### src/rtl/core/csmv_pkg.sv
// csmv_pkg: shared types and constants of the csr sparse matvec accumulate block
// used by csmv_front, csmv_fifo, csmv_back and csr_sparse_matvec_accumulate
// no dependencies
package csmv_pkg;

  localparam int unsigned IndexW   = 12;
  localparam int unsigned ValueW   = 32;
  localparam int unsigned RowW     = 16;
  localparam int unsigned AccW     = 48;
  localparam int unsigned ProdW    = 2 * ValueW;
  localparam int unsigned FracBits = 16;

  // command queue between front and back
  localparam int unsigned QueueDepth  = 4;
  localparam int unsigned QueuePtrW   = $clog2(QueueDepth);
  localparam int unsigned QueueLevelW = $clog2(QueueDepth + 1);

  typedef enum logic [1:0] {
    FUNC_LOAD_X    = 2'd0,
    FUNC_ROW_BEGIN = 2'd1,
    FUNC_NONZERO   = 2'd2,
    FUNC_ROW_END   = 2'd3
  } func_e;

  // one classified request, with the x operand already fetched
  typedef struct packed {
    func_e                    func;
    logic signed [ValueW-1:0] value;
    logic signed [ValueW-1:0] xval;
  } cmd_t;

endpackage

### src/rtl/core/csmv_back.sv
// csmv_back: multiply stage, 48-bit accumulator, row-end saturation, output register
// depends on csmv_pkg; drained from csmv_fifo
module csmv_back (
  input  logic                        clk_i,
  input  logic                        rst_ni,
  input  logic                        pop_valid_i,
  input  csmv_pkg::cmd_t              pop_cmd_i,
  output logic                        pop_o,
  output logic                        out_valid_o,
  input  logic                        out_ready_i,
  output logic [csmv_pkg::RowW-1:0]   row_number_o,
  output logic [csmv_pkg::ValueW-1:0] row_sum_o,
  output logic                        saturated_o
);
  import csmv_pkg::*;

  localparam logic [ValueW-1:0] SumMax = {1'b0, {(ValueW - 1){1'b1}}};
  localparam logic [ValueW-1:0] SumMin = {1'b1, {(ValueW - 1){1'b0}}};

  logic                     a_valid_q, a_valid_d;
  func_e                    a_func_q;
  logic [ValueW-1:0]        a_value_q;
  logic signed [ProdW-1:0]  a_prod_q;
  logic signed [ProdW-1:0]  prod;

  logic [AccW-1:0]          acc_q, acc_d;
  logic [RowW-1:0]          row_q, row_d;
  logic                     stall, adv, row_done;

  logic [AccW-ValueW:0]     acc_hi;
  logic                     sat;
  logic [ValueW-1:0]        clamped;

  logic                     out_valid_q, out_valid_d;
  logic [RowW-1:0]          out_row_q;
  logic [ValueW-1:0]        out_sum_q;
  logic                     out_sat_q;

  // a row end waits only while the output register is still full
  assign stall = a_valid_q && (a_func_q == FUNC_ROW_END) && out_valid_q && !out_ready_i;
  assign adv   = !stall;
  assign pop_o = pop_valid_i && adv;

  // multiply stage
  assign prod = pop_cmd_i.value * pop_cmd_i.xval;

  always_ff @(posedge clk_i) begin
    if (pop_o) begin
      a_func_q  <= pop_cmd_i.func;
      a_value_q <= pop_cmd_i.value;
      a_prod_q  <= prod;
    end
  end

  assign a_valid_d = adv ? pop_valid_i : a_valid_q;

  // accumulate stage
  always_comb begin
    acc_d    = acc_q;
    row_d    = row_q;
    row_done = 1'b0;
    if (a_valid_q && adv) begin
      unique case (a_func_q)
        FUNC_ROW_BEGIN: acc_d = {{(AccW - ValueW){a_value_q[ValueW-1]}}, a_value_q};
        FUNC_NONZERO:   acc_d = acc_q + a_prod_q[ProdW-1:FracBits];
        FUNC_ROW_END: begin
          acc_d    = '0;
          row_d    = row_q + 1'b1;
          row_done = 1'b1;
        end
        default:        acc_d = acc_q;
      endcase
    end
  end

  // clip to the 32-bit range when the upper bits are not a sign extension
  assign acc_hi  = acc_q[AccW-1:ValueW-1];
  assign sat     = !((&acc_hi) || !(|acc_hi));
  assign clamped = sat ? (acc_q[AccW-1] ? SumMin : SumMax) : acc_q[ValueW-1:0];

  // output register
  always_comb begin
    out_valid_d = out_valid_q;
    if (row_done) begin
      out_valid_d = 1'b1;
    end else if (out_ready_i) begin
      out_valid_d = 1'b0;
    end
  end

  always_ff @(posedge clk_i) begin
    if (row_done) begin
      out_row_q <= row_q;
      out_sum_q <= clamped;
      out_sat_q <= sat;
    end
  end

  always_ff @(posedge clk_i or negedge rst_ni) begin
    if (!rst_ni) begin
      a_valid_q   <= 1'b0;
      acc_q       <= '0;
      row_q       <= '0;
      out_valid_q <= 1'b0;
    end else begin
      a_valid_q   <= a_valid_d;
      acc_q       <= acc_d;
      row_q       <= row_d;
      out_valid_q <= out_valid_d;
    end
  end

  assign out_valid_o  = out_valid_q;
  assign row_number_o = out_row_q;
  assign row_sum_o    = out_sum_q;
  assign saturated_o  = out_sat_q;

  // a finished row shows up with the accumulator cleared and the row count advanced
  a_row_end: assert property (@(posedge clk_i) disable iff (!rst_ni)
    row_done |=> out_valid_q && (acc_q == '0) && (row_q == $past(row_q) + 1'b1))
    else $error("row end did not retire correctly");

  // a stalled row end leaves the running sum untouched
  a_stall_hold: assert property (@(posedge clk_i) disable iff (!rst_ni)
    stall |=> $stable(acc_q) && a_valid_q)
    else $error("accumulator changed during output stall");

endmodule

### config.mk
export PLATFORM = sky130hd
export DESIGN_NAME = csmv_back
export DESIGN_NICKNAME = d
export VERILOG_FILES = /design/src/rtl/core/csmv_pkg.sv /design/src/rtl/core/csmv_back.sv
export SDC_FILE = /design/constraint.sdc
export NUM_CORES = 2
export LEC_CHECK = 0
export ABC_AREA = 1
export BUFFER_PORTS_ARGS = -buffer_cell sky130_fd_sc_hd__buf_2
export CAP_MARGIN = 25
export CORE_MARGIN = 4
export CORE_UTILIZATION = 43
export DETAILED_ROUTE_END_ITERATION = 16
export GPL_TIMING_DRIVEN = 0
export HOLD_SLACK_MARGIN = 0.02
export PLACE_DENSITY = 0.64
export SYNTH_ARGS = -nofsm -noshare
export SYNTH_HDL_FRONTEND = slang
export SYNTH_SLANG_ARGS = --single-unit
export TNS_END_PERCENT = 5
### constraint.sdc
create_clock -name clk_i -period 5.1 [get_ports clk_i]
set_input_delay 0.255 -clock clk_i [delete_from_list [all_inputs] [get_ports clk_i]]
set_output_delay 0.255 -clock clk_i [all_outputs]
set_load 0.05 [all_outputs]
==> results_dict.tcl <==
set metrics [dict create \
    cts.reportedPaths.clkPinSlew_ps 100 \
    grt_max_degree 58 \
    drc 0 \
    ys_types 37 \
    area.sequential_um2 5590 \
    utilization 0.499 \
    drive_gt1_frac 0.119 \
    synth_edf_count 131 \
    cp_data_arrival_time_ps 6990 \
    run_status "finished with violations" \
    clock-sinks 197 \
    tightest_slew_ps 1010 \
    endpoint_kind "register" \
    core_area_um2 113000 \
    yosysWarnings 0 \
    avgRoutedWirePerCell_um 24.0 \
    synth_top_area_cell "fa_1" \
    syn_nets 7657 \
    first_iter_violations 4125 \
    io_buffers 120 \
    fin_ws_ps -1690 \
    drv_cap 0 \
    antenna-diode-count 0 \
    area_delta_synth_final_pct 14.6 \
    drv_slew 0 \
    dp.cells 7912 \
    initial_core_util 0.435 \
    setup_viol 48 \
    grt_pass1_vias 43500 \
    ys_seq_area_frac 0.113 \
    clk_path_buf_depth 2 \
    critPathMaxFanout 10 \
    dp_hpwl_um 163000 \
    grtUsageTotal 0.324 \
    fp.dieArea_um2 120000 \
    min_delay_path_depth 1 \
    min_period_over_period 1.33 \
    stdcell_count 8013 \
    fin_skew_ps 25.5 \
    die_y_um 346 \
    fmax_ghz 0.147 \
    rr_worst_depth 11 \
    via_per_inst 5.24 \
    critPathKind "in2reg" \
    grt_overflow 0 \
    placed_cell_area_um2 52300 \
    worst_setup_path_start_kind "input pin" \
    clk-insertion-delay-late_ps 460 \
    nNetsFinal 7880 \
    hold_viol 0 \
    synth_commonest_cells "inv_1 (1864), nand2_1 (1777), fa_1 (1082), nor2_1 (303), ha_1 (228)" \
    yosys.cell_count.top_type "inv_1" \
    relSlewSlack 0.322 \
    postLayoutCellArea_um2 56500 \
    synth_top_flop_cell "edfxtp_1" \
    routabilityCongestion 1.03 \
    die-width_um 346 \
    vias 42000 \
    rsz0062_at_grt "yes" \
    ant_nets 0 \
    synth.top_cell.area_share 0.440 \
    cts_buffers 17 \
    ys_seq_elements 197 \
    drt-total-wl_um 192000 \
    violations "setup timing" \
    multi_input_area_um2 37200 \
    first_pass_iters 6 \
    tritoncts "done" \
    antenna_found_initial 5 \
    pin_count 121 \
    synth_area_per_cell_um2 7.85 \
    fp-row-count 123 \
    hold_path.class "in2reg" \
    min_period_ps 6790 \
    grt_pass1_wl_um 285000 \
    fill_cells 11100 \
    netlist_top_cells_area "fa_1 (44%), inv_1 (14%), nand2_1 (14%), edfxtp_1 (8.0%), ha_1 (5.8%)" \
    synthArstFlopShare 0.335 \
    netlist_area_um2 49300 \
    htree_num_levels 4 \
    cp.required_ps 5300 \
    synthCells 6277 \
    clk_root_buffer_cell "clkbuf_16" \
]
[final timing paths]
| kind | from | to | slack [ps] |
|---|---|---|---|
| max in group asynchronous | rst_ni | acc_q[32]$_DFFE_PN0P_ | 4320 |
| min in group asynchronous | rst_ni | row_q[8]$_DFFE_PN0P_ | 190 |
| worst min register to register | row_q[15]$_DFFE_PN0P_ | row_q[15]$_DFFE_PN0P_ | 500 |
| worst min-delay path | pop_cmd_i[32] | a_value_q[0]$_DFFE_PP_ | 90 |
| worst max register to register | acc_q[0]$_DFFE_PN0P_ | acc_q[16]$_DFFE_PN0P_ | 2210 |
| worst max-delay path | pop_cmd_i[28] | a_prod_q[56]$_DFFE_PP_ | -1690 |
[kinds of logic (layout without fill, tap and decap cells)]
logic type	count (synthesis)	after routing	synth area share
AND/OR/NAND/NOR	2316	2316	0.186
buffers and inverters	2083	2319	0.159
adder cells (fa/ha/maj)	1310	1310	0.498
AO/OA/AOI/OAI	320	320	0.0346
flip-flops	197	197	0.113
XOR/XNOR	50	50	0.00889
multiplexers	1	1	0.000229
[flip-flops by register name, summed over array words and instances (netlist names)]
register,flops
row_sum_o,32
row_q,16
acc_q,48
saturated_o,1
a_valid_q,1
a_value_q,32
row_number_o,16
a_prod_q,48
a_func_q,2
out_valid_o,1
[worst max-delay path, stage by stage]
cell      delay [ps]
buf_2            180
clkbuf_2         450
nand2_1          140
fa_1             520
inv_1             60
fa_1             510
fa_1             600
fa_1             500
fa_1             530
fa_1             430
fa_1             480
inv_1             80
fa_1             490
inv_1             40
ha_2             400
nand2_1          140
nor2_1           180
inv_1            110
nor2_1           190
inv_1             80
o21ai_0          260
a21oi_1          130
nand3_1          100
nand2_1          120
[what timing repair did]
action | in CTS | in global routing
buffers inserted | 55 | 11
endpoints found under the hold margin | 68 | 0
endpoints found under the setup margin | 48 | 48
hold buffers | 3 | 0
resized for setup | 760 | 178
pin swaps | 68 | 43
[cell type report]
| type | instances | area share |
|---|---|---|
| buffer | 216 | 0.0442 |
| tap | 1500 | 0.0332 |
| sequential | 197 | 0.0989 |
| multi-input combinational | 3997 | 0.659 |
| clock inverter | 15 | 0.00359 |
| clock buffer | 17 | 0.00753 |
| timing repair buffer | 204 | 0.0286 |
| inverter | 1867 | 0.124 |
[routing by layer]
layer / global-route usage / routed length (um) / vias up
met5: 0 / 23 / -
met4: 0.172 / 13500 / 4
met3: 0.0703 / 20900 / 501
met2: 0.498 / 83500 / 2206
met1: 0.432 / 74500 / 21000
li1: - / - / 18300
[layout by cell type, fill, tap and decap left out, drive strengths merged, types with 66 or more instances in the layout]
master | synthesis | final
a21oi | 198 | 198
buf | 8 | 247
clkbuf | 208 | 187
dfrtp | 66 | 66
edfxtp | 131 | 131
fa | 1082 | 1082
ha | 228 | 228
inv | 1867 | 1870
nand2 | 1778 | 1778
nand3 | 135 | 135
nor2 | 310 | 310
o21ai | 82 | 82
[metrics by stage]
stage,TNS (ps),setup WS [ps],hold slack (ps)
after floorplan,-85730,-1640,-40.6
after global placement,-243000,-3590,460
after detailed placement,-140170,-3400,107
after CTS,-67640,-1660,69.8
after global routing,-76810,-1860,75.6
final,-69010,-1690,87.8
Power is left out: the tool's default activity adds up to more than one toggle a clock period on the data nets, which glitch-free logic cannot reach.
