$ cat src/rtl/core/csmv_pkg.sv
// csmv_pkg: shared types and constants of the csr sparse matvec accumulate block
// used by csmv_front, csmv_fifo, csmv_back and csr_sparse_matvec_accumulate
// no dependencies
package csmv_pkg;

  localparam int unsigned IndexW   = 12;
  localparam int unsigned ValueW   = 32;
  localparam int unsigned RowW     = 16;
  localparam int unsigned AccW     = 48;
  localparam int unsigned ProdW    = 2 * ValueW;
  localparam int unsigned FracBits = 16;

  // command queue between front and back
  localparam int unsigned QueueDepth  = 4;
  localparam int unsigned QueuePtrW   = $clog2(QueueDepth);
  localparam int unsigned QueueLevelW = $clog2(QueueDepth + 1);

  typedef enum logic [1:0] {
    FUNC_LOAD_X    = 2'd0,
    FUNC_ROW_BEGIN = 2'd1,
    FUNC_NONZERO   = 2'd2,
    FUNC_ROW_END   = 2'd3
  } func_e;

  // one classified request, with the x operand already fetched
  typedef struct packed {
    func_e                    func;
    logic signed [ValueW-1:0] value;
    logic signed [ValueW-1:0] xval;
  } cmd_t;

endpackage

$ cat src/rtl/core/csmv_fifo.sv
// csmv_fifo: short command queue between csmv_front and csmv_back
// depends on csmv_pkg
module csmv_fifo (
  input  logic                             clk_i,
  input  logic                             rst_ni,
  input  logic                             push_i,
  input  csmv_pkg::cmd_t                   push_cmd_i,
  output logic                             pop_valid_o,
  input  logic                             pop_i,
  output csmv_pkg::cmd_t                   pop_cmd_o,
  output logic [csmv_pkg::QueueLevelW-1:0] level_o
);
  import csmv_pkg::*;

  localparam logic [QueuePtrW-1:0]   PtrLast = QueuePtrW'(QueueDepth - 1);
  localparam logic [QueueLevelW-1:0] LevelMax = QueueLevelW'(QueueDepth);

  cmd_t                   entries_q [QueueDepth];
  logic [QueuePtrW-1:0]   wr_ptr_q, wr_ptr_d;
  logic [QueuePtrW-1:0]   rd_ptr_q, rd_ptr_d;
  logic [QueueLevelW-1:0] level_q, level_d;

  // storage
  always_ff @(posedge clk_i) begin
    if (push_i) begin
      entries_q[wr_ptr_q] <= push_cmd_i;
    end
  end

  // pointer and level update
  always_comb begin
    wr_ptr_d = wr_ptr_q;
    rd_ptr_d = rd_ptr_q;
    level_d  = level_q;
    if (push_i) begin
      wr_ptr_d = (wr_ptr_q == PtrLast) ? '0 : wr_ptr_q + 1'b1;
    end
    if (pop_i) begin
      rd_ptr_d = (rd_ptr_q == PtrLast) ? '0 : rd_ptr_q + 1'b1;
    end
    case ({push_i, pop_i})
      2'b10:   level_d = level_q + 1'b1;
      2'b01:   level_d = level_q - 1'b1;
      default: level_d = level_q;
    endcase
  end

  always_ff @(posedge clk_i or negedge rst_ni) begin
    if (!rst_ni) begin
      wr_ptr_q <= '0;
      rd_ptr_q <= '0;
      level_q  <= '0;
    end else begin
      wr_ptr_q <= wr_ptr_d;
      rd_ptr_q <= rd_ptr_d;
      level_q  <= level_d;
    end
  end

  assign pop_valid_o = (level_q != '0);
  assign pop_cmd_o   = entries_q[rd_ptr_q];
  assign level_o     = level_q;

  // queue never overflows or underflows
  a_no_overflow: assert property (@(posedge clk_i) disable iff (!rst_ni)
    push_i && !pop_i |-> level_q < LevelMax)
    else $error("command queue overflow");

  a_no_underflow: assert property (@(posedge clk_i) disable iff (!rst_ni)
    pop_i |-> level_q != '0)
    else $error("command queue underflow");

endmodule

$ cat config.mk
export PLATFORM = sky130hd
export DESIGN_NAME = csmv_fifo
export DESIGN_NICKNAME = d
export VERILOG_FILES = /design/src/rtl/core/csmv_pkg.sv /design/src/rtl/core/csmv_fifo.sv
export SDC_FILE = /design/constraint.sdc
export NUM_CORES = 1
export LEC_CHECK = 0
export BUFFER_PORTS_ARGS = -buffer_cell sky130_fd_sc_hd__buf_2
export CAP_MARGIN = 20
export CORE_MARGIN = 2
export CORE_UTILIZATION = 51
export DETAILED_ROUTE_END_ITERATION = 8
export GPL_TIMING_DRIVEN = 0
export PLACE_DENSITY = 0.75
export REMOVE_ABC_BUFFERS = 1
export SETUP_SLACK_MARGIN = 0.3
export SLEW_MARGIN = 0
export SYNTH_ARGS = -nofsm -noshare
export SYNTH_HDL_FRONTEND = slang
export SYNTH_SLANG_ARGS = --single-unit
$ cat constraint.sdc
create_clock -name clk_i -period 2.8 [get_ports clk_i]
set_input_delay 0.14 -clock clk_i [delete_from_list [all_inputs] [get_ports clk_i]]
set_output_delay 0.14 -clock clk_i [all_outputs]
set_load 0.005 [all_outputs]
==> results of run 1 <==
## kinds of logic (layout without fill, tap and decap cells)
group | after synthesis | count (layout) | share of synthesized area
flops | 271 | 271 | 0.814
mux | 68 | 68 | 0.152
buf+inv | 21 | 275 | 0.0156
simple gates | 10 | 10 | 0.00528
fa+ha+maj | 7 | 7 | 0.00955
compound gates | 3 | 3 | 0.00151
xor+xnor | 3 | 3 | 0.00264
## where the power goes
group | total (mW) | switching, mW | internal [mW]
Clock | 3.42 | 1.45 | 1.97
Combinational | 3.20 | 1.46 | 1.74
Sequential | 5.55 | 0.343 | 5.21
Total | 12.2 | 3.25 | 8.91
## cell type report
cell class,instances,share of cell area
clock inverter,21,0.0104
inverter,6,0.00178
sequential,271,0.642
clock buffer,31,0.0580
multi-input combinational,91,0.135
timing repair buffer,217,0.126
tap,265,0.0263
## worst reg2reg max path: stages, from the launching register on
cell	delay, ns
dfrtp_1	0.41
inv_1	0.12
ha_1	0.16
and2_4	0.51
buf_12	0.31
## flip-flops by register name, indices dropped and copies added, names as in the netlist
register and cells:
entries_q 264, rd_ptr_q 2, level_o 3, wr_ptr_q 2
## timing repair
action | CTS | global route
endpoints found under the setup margin | 33 | 0
endpoints found under the hold margin | 275 | 0
buffers inserted | 2 | 0
hold buffers | 70 | 0
## path summary, 6_finish.rpt
| check | slack [ns] | cells past startpoint | to | start |
|---|---|---|---|---|
| worst max-delay path | 0.47 | 3 | pop_cmd_o[39] | rd_ptr_q[0] |
| worst min-delay path | 0.36 | 2 | entries_q[3][14] | push_cmd_i[14] |
| worst max register to register | 0.96 | 4 | entries_q[2][8] | wr_ptr_q[0] |
| worst min register to register | 0.50 | 1 | level_o[2] | level_o[2] |
| max in group asynchronous | 1.93 | 3 | rd_ptr_q[1] | rst_ni |
| min in group asynchronous | 0.58 | 3 | level_o[2] | rst_ni |
## cells in the final DEF, fill, tap and decap left out, types with 2 or more instances in the layout
| cell | instances |
|---|---|
| edfxtp_1 | 264 |
| buf_2 | 139 |
| dlygate4sd3_1 | 70 |
| mux4_2 | 66 |
| clkbuf_16 | 29 |
| clkinv_2 | 11 |
| inv_1 | 6 |
| ha_1 | 6 |
| clkinv_1 | 6 |
| dfrtp_1 | 5 |
| buf_16 | 5 |
| and2_4 | 4 |
| o21ai_0 | 3 |
| buf_12 | 3 |
| or3_1 | 2 |
| nand2_1 | 2 |
| nor2_1 | 2 |
| mux2_2 | 2 |
| xor2_1 | 2 |
| clkinvlp_4 | 2 |
| clkbuf_1 | 2 |
| dfrtp_4 | 2 |
## per-stage QoR
| step | setup TNS, ns | std cells | total power [mW] | setup slack, ns | hold WS (ns) |
|---|---|---|---|---|---|
| after CTS | 0 | 902 | 12.3 | 0.401 | 0.334 |
| final | 0 | 902 | 12.2 | 0.468 | 0.361 |
| after global placement | -383.07 | 772 | 8.49 | -1.95 | -0.0266 |
| after detailed placement | 0 | 778 | 8.71 | 0.603 | -0.0145 |
| after global routing | 0 | 902 | 12.8 | 0.340 | 0.354 |
| after floorplan | -46.20 | 368 | 7.43 | -0.763 | -0.156 |
## per-layer routing
layer / vias up / wire length (um) / global-route usage
met5: - / 0 / 0
li1: 2103 / - / -
met2: 145 / 9430 / 0.311
met3: 27 / 1120 / 0.0403
met1: 2432 / 7610 / 0.238
met4: 0 / 217 / 0.0439
## synthesized netlist by cell type
master / n / area share
edfxtp_1: 264 / 0.80
mux4_2: 66 / 0.15
dfrtp_1: 7 / 0.018
ha_1: 6 / 0.0075
inv_1: 6 / 0.0023
and2_1: 4 / 0.0025
buf_2: 4 / 0.0020
buf_4: 4 / 0.0030
buf_1: 3 / 0.0011
buf_12: 3 / 0.0060
o21ai_0: 3 / 0.0015
mux2_2: 2 / 0.0023
nand2_1: 2 / 0.00075
nor2_1: 2 / 0.00075
or3_1: 2 / 0.0013
xor2_1: 2 / 0.0018
buf_6: 1 / 0.0011
fa_1: 1 / 0.0020
xnor2_1: 1 / 0.00088
==> reports/results.tsv, run 1 <==
metric	value	unit
area of the multi-input gates	1710	sq um
core box area	19300	sq um
global-route wire length before repair	28200	um
Die Span Y	144	um
Clock transition at path regs	0.06	ns
placed wire-length estimate	10100	um
CP delay by family, top	flip-flops	
CTS sink count	271	
CTS root buffer	clkbuf_16	
Leakage	4.41	nW
Critical Path Fanout Max	33	
CTS tree	yes	
skew final	0.00779	ns
die width	144	um
largest net degree at the start of global routing	39	
drt pass-1 iters	4	
Vias/cell	5.22	
via count	4707	
Power per Cell Area	963	nW/um^2
Clock Path Buffers	3	
layout cells sized above 1	0.416	
GP Congestion	0.754	
P&R area growth vs syn	26.9	%
initial antenna violation count	0	
fillers	1266	
Congestion Overflow GR	0	
Syn. warnings	0	
Placed Area	11000	sq um
startpoint types	flop	
Mean Syn Cell Area	26.0	sq um
outcome	complete, no violations	
Seq cells post-synth	271	
Detailed Route WL	18400	um
Critical Path RT	2.66	ns
CP Class	flop to primary output	
final hold vios	0	
I/O pin total	140	
DRT iter0 DRCs	246	
Worst Hold Class	input pin to flop	
Total Routing Usage GR	0.181	
Final Util	0.653	
Design Area, Final	12600	sq um
vias in the first global route	5233	
Post-Syn Area	9960	sq um
Worst Path Buf+Inv	2	
period utilization	0.833	
DRC Markers	0	
clock period minus worst slack	2.33	ns
fin nets	692	
post-synth cell types	19	
H-tree depth reported by CTS	1	
Rel. slew slack	0.607	
Setup-failing EPs final	0	
post-route ant nets	0	
# diodes	0	
slowest cell on the critical path	dfrtp_4	
CTS Buf Count	28	
Syn Inst Count	383	
initial core utilization	0.515	
Die ar.	20700	sq um
CP max stage delay	0.63	ns
Seq/Total Area, Yosys	0.814	
Crit. End Element	primary output	
PortBufs	139	
FMAX	429	MHz
Clk Latency, worst-skew pair	0.52	ns
# resized after CTS	0	
critical path cell sequence	buf_16, mux4_2, buf_2	
Worst Max-Slew Pin Slew	0.590	ns
WP data arrival	2.19	ns
Slew Viols, Final	0	
maxcap violations	0	
Max VDD drop	0.831	mV
unrepaired setup endpoints after global routing	false	
Avg WL per Cell	20.4	um
Rows	51	
register area	8110	sq um
No activity file was read; power rests on OpenSTA's default activity.
==> run 2, diff against run 1 <==
- ABC_AREA: not set -> 1
- CORE_UTILIZATION: 51 -> 58
- PLACE_DENSITY: 0.75 -> 0.8
- clock period: 2.8 -> 2.4 ns (I/O delays scaled with it)
==> reports/results.tsv, run 2 <==
metric	value	unit
outcome	complete, no violations	
total power	15.2	mW
commonest non-fill, non-tap cell in the layout	edfxtp_1	
register area	8110	sq um
CP Class	flop to primary output	
CP most frequent cell	nand2_1	
Die Span Y	142	um
CTS Buf Count	27	
Vias/cell	5.32	
GP Congestion	0.685	
FMAX	494	MHz
Critical Path RT	2.28	ns
leading cell type by number of instances after synthesis	edfxtp_1	
fin nets	1115	
Async S/R FF share, synth	0.0258	
Power per Cell Area	1120	nW/um^2
Crit. End Element	primary output	
Syn. warnings	0	
WP data arrival	1.91	ns
largest register by flop count	entries_q	
top_reg_cell synth	edfxtp_1	
layout cells sized above 1	0.209	
worst setup margin	0.375	ns
Final Util	0.732	
global-route wire length before repair	35700	um
commonest cells after routing, fill and taps aside	edfxtp_1, nand2_1, inv_1	
Worst Hold Class	input pin to flop	
H-tree depth reported by CTS	1	
via count	6883	
Total Routing Usage GR	0.235	
top cell type's share of synthesized area	0.721	
DRC Markers	0	
Mean Syn Cell Area	13.4	sq um
Seq cells post-synth	271	
initial core utilization	0.590	
skew final	0.00897	ns
post-route ant nets	0	
fillers	1165	
final hold vios	0	
Hold Slack	0.350	ns
Clock transition at path regs	0.06	ns
Placed Cells	1158	
CTS sink count	271	
Placed Area	11800	sq um
startpoint types	flop	
setup_tns	0	ns
Post-synth EDFFs	264	
P&R area growth vs syn	24.2	%
slowest cell on the critical path	dfrtp_4	
maxcap violations	0	
unrepaired setup endpoints after global routing	true	
Congestion Overflow GR	0	
number of flip-flops in the largest register	264	
Worst Max-Slew Pin Slew	0.486	ns
Critical Path Fanout Max	19	
Non-Filler Instances	1293	
Rel. slew slack	0.676	
Seq/Total Area, Yosys	0.737	
clock period minus worst slack	2.03	ns
ranking of synthesized cells by area	edfxtp_1, o211ai_1, nand2_1	
I/O pin total	140	
critical path cell sequence	inv_16, buf_16, nand2_1, o211ai_1, nand2_1, buf_2	
Rows	50	
die width	142	um
core box area	18600	sq um
CTS tree	yes	
Post-Syn Area	11000	sq um
placed wire-length estimate	10800	um
post-synth cell types	19	
Detailed Route WL	23900	um
Max VDD drop	0.911	mV
DRT iter0 DRCs	615	
Design Area, Final	13700	sq um
Setup-failing EPs final	0	
setup slack at placement	0.152	ns
Die ar.	20100	sq um
Slew Viols, Final	0	
Clock Path Buffers	3	
Leakage	5.62	nW
leading area contributor after synthesis	edfxtp_1	
vias in the first global route	6914	
drt pass-1 iters	4	
PortBufs	139	
synth cell count leaders	edfxtp_1, nand2_1, inv_1, o211ai_1, o211ai_2	
Syn Inst Count	823	
CTS root buffer	clkbuf_16	
CP max stage delay	0.58	ns
largest net degree at the start of global routing	59	
period utilization	0.844	
area of the multi-input gates	2040	sq um
Clk Latency, worst-skew pair	0.52	ns
initial antenna violation count	0	
Avg WL per Cell	18.5	um
## run 2: changes by cell type in the layout (fill, tap and decap cells not counted), sizes merged, moves of 3 or more
cell	before	now
buf	147	153
and2	4	0
clkbuf	31	37
diode	0	3
o211ai	0	132
nand2	2	212
clkinv	18	13
mux4	66	0
inv	6	150
## run 2: final timing paths
kind                                 from          endpoint  slack (ns)  cells after the start
min in group asynchronous          rst_ni       wr_ptr_q[0]        0.58                      3
max in group asynchronous          rst_ni       rd_ptr_q[1]        1.54                      3
max                           rd_ptr_q[0]     pop_cmd_o[50]        0.37                      6
max reg2reg                   wr_ptr_q[1]  entries_q[1][19]        0.56                      5
min                        push_cmd_i[33]  entries_q[3][33]        0.35                      2
min reg2reg                    level_o[2]        level_o[2]        0.53                      2
## run 2: final cells by class
class / count / area share
Antenna cell: 3 / 0.000550
Clock buffer: 33 / 0.0511
Clock inverter: 14 / 0.00623
Inverter: 147 / 0.0432
Multi-Input combinational cell: 361 / 0.149
Sequential cell: 271 / 0.594
Tap cell: 234 / 0.0214
Timing Repair Buffer: 227 / 0.132
Timing Repair inverter: 3 / 0.00229
## run 2: kinds of logic after synthesis
logic type	synth area share
xor gates and xnor gates	0.000797
DFF	0.737
adders and majority gates	0.00865
buffers and inverters	0.0775
and+or+nand+nor	0.0742
AOI/OAI and AO/OA	0.102
## run 2: per-layer routing
layer	global-route usage	vias to the layer above	wire, um
li1	-	3312	-
met1	0.281	3279	9310
met2	0.426	241	12600
met3	0.0442	51	1460
met4	0.0905	0	575
met5	0	-	0
## run 2: worst max-delay path, delay by kind of cell, from the launching register on
| family | cells | cell delay (ns) |
|---|---|---|
| AND/OR/NAND/NOR | 2 | 0.19 |
| buffers and inverters | 3 | 0.49 |
| flip-flops | 1 | 0.58 |
| AO/OA/AOI/OAI | 1 | 0.10 |
## run 2: what timing repair did
action / in CTS / in global routing
hold buffers: 70 / 0
pin swaps: 0 / 0
gates cloned: 6 / 4
resized for setup: 11 / 2
setup buffers: 4 / 1
hold endpoints to repair: 275 / 0
setup endpoints to repair: 66 / 39
## run 2: power by group
part	switching (mW)	internal [mW]	total [mW]	leakage, nW
logic	3.13	2.00	5.13	2.73
clock network	1.61	2.15	3.76	0.386
registers	0.273	6.08	6.35	2.51
total	5.01	10.2	15.2	5.62
==> run 3, diff against run 2 <==
- ABC_AREA: 1 -> 0
- CORE_UTILIZATION: 58 -> 51
- PLACE_DENSITY: 0.8 -> 0.75
- clock period: 2.4 -> 1.8 ns (I/O delays scaled with it)
==> reports/results.tsv, run 3 (synthesis results as in run 1) <==
metric	value	unit
Worst Hold Class	input pin to flop	
WP data arrival	2.00	ns
global-route wire length before repair	30400	um
Leakage	4.69	nW
skew final	0.00916	ns
fin nets	729	
Worst Path Buf+Inv	3	
via count	4972	
startpoint types	flop	
Clock Path Buffers	3	
crit path launch	rd_ptr_q[0]	
failing checks	setup timing	
Rows	51	
Design Area, Final	13300	sq um
Detailed Route WL	21300	um
CTS tree	yes	
layout cells sized above 1	0.461	
FMAX	479	MHz
outcome	finished, violations left	
commonest non-fill, non-tap cell in the layout	edfxtp_1	
CTS Buf Count	28	
period utilization	1.16	
CTS root buffer	clkbuf_16	
commonest cells after routing, fill and taps aside	edfxtp_1, buf_2, dlygate4sd3_1	
largest net degree at the start of global routing	35	
origin of the critical flop-to-flop path	rd_ptr_q[0]	
final hold vios	0	
Power per Cell Area	1540	nW/um^2
Placed Area	11000	sq um
Worst Max-Slew Pin Slew	0.368	ns
P&R area growth vs syn	33.3	%
I/O pin total	140	
post-route ant nets	0	
DRC Markers	0	
die width	144	um
slowest cell on the critical path	dfrtp_4	
clock period minus worst slack	2.09	ns
Rel. slew slack	0.754	
Hold Path Cell Cnt	4	
reg-to-reg slack, setup	0.26	ns
critical path cell sequence	buf_8, buf_16, mux4_2, buf_2	
Clock transition at path regs	0.06	ns
core box area	19300	sq um
Slew Viols, Final	0	
Crit. End Element	primary output	
unrepaired setup endpoints after global routing	true	
CP max stage delay	0.50	ns
Non-Filler Instances	939	
Max VDD drop	1.25	mV
CTS sink count	271	
worst hold path startpoint	push_i	
initial core utilization	0.515	
Critical Path RT	1.71	ns
drt pass-1 iters	4	
DRT iter0 DRCs	216	
largest register by flop count	entries_q	
# diodes	0	
Setup-failing EPs final	66	
R2R depth	4	
initial antenna violation count	0	
Avg WL per Cell	22.7	um
Placed Cells	778	
vias in the first global route	5380	
Total Routing Usage GR	0.199	
GP Congestion	0.754	
Crit Reg-Reg Endpoint	rd_ptr_q[1]	
Clk Latency, worst-skew pair	0.53	ns
worst hold endpoint	wr_ptr_q[0]	
worst setup margin	-0.287	ns
Die ar.	20700	sq um
placed wire-length estimate	10100	um
Die Span Y	144	um
PortBufs	139	
setup slack at placement	-0.347	ns
number of flip-flops in the largest register	264	
Vias/cell	5.29	
Congestion Overflow GR	0	
CP delay by family, top	flip-flops	
H-tree depth reported by CTS	1	
total power	20.4	mW
maxcap violations	0	
Critical Path Fanout Max	9	
CP Class	flop to primary output	
## run 3: cell count changes in the layout (fill, tap and decap cells not counted), moves of 4 or more
cell,change
and2_4,+8
buf_4,+12
buf_6,+6
clkbuf_1,-4
clkbuf_16,+4
clkinv_2,+6
ha_1,-4
ha_4,+4
inv_1,-137
mux4_2,+66
nand2_1,-210
o211ai_1,-112
o211ai_2,-20
## run 3: how the worst max path moves through the flow
stage,endpoint,cells after the start
final,pop_cmd_o[50],4
after global routing,pop_cmd_o[50],4
after CTS,pop_cmd_o[39],3
after detailed placement,pop_cmd_o[39],3
after global placement,rd_ptr_q[0],3
after floorplan,rd_ptr_q[0],3
## run 3: repair_timing
| item | CTS | global route |
|---|---|---|
| gates resized for setup | 19 | 19 |
| endpoints found under the hold margin | 276 | 0 |
| gates cloned | 8 | 8 |
| pin swaps | 1 | 1 |
| hold buffers | 70 | 0 |
| buffers inserted | 16 | 7 |
| setup endpoints to repair | 304 | 253 |
## run 3: per-layer routing
metal | part of all wire | wire, um | global-route usage
met1 | 0.41 | 8800 | 0.269
met2 | 0.51 | 10800 | 0.339
met3 | 0.065 | 1380 | 0.0410
met4 | 0.013 | 270 | 0.0454
met5 | 0 | 0 | 0
## run 3: through the flow
stage,util,setup TNS (ns),hold WS [ns]
5_1_grt,0.686,-20.47,0.178
3_3_place_gp,0.561,-711.77,-0.0766
6_report,0.686,-16.04,0.143
3_5_place_dp,0.570,-12.56,-0.0645
4_1_cts,0.670,-17.38,0.0873
2_1_floorplan,-,-314.71,-0.206
## run 3: report_power, final
part	total, mW	leakage (nW)	switching [mW]	internal [mW]
Clock	5.32	0.431	2.25	3.07
Sequential	8.42	2.50	0.326	8.10
Combinational	6.64	1.76	3.01	3.64
Total	20.4	4.69	5.59	14.8
## run 3: worst reg2reg max path, delay by kind of cell (launching register included)
family / cells / cell delay, ns
multiplexers: 1 / 0.26
adder cells (fa/ha/maj): 1 / 0.29
flip-flops: 1 / 0.54
buffers and inverters: 2 / 0.33
## run 3: layout make-up
cell class / count / area [sq um]
Clock buffer: 31 / 733
Clock inverter: 21 / 131
Fill cell: 1201 / 6070
Inverter: 6 / 27.5
Multi-Input combinational cell: 95 / 1800
Sequential cell: 271 / 8110
Tap cell: 265 / 332
Timing Repair Buffer: 250 / 2130
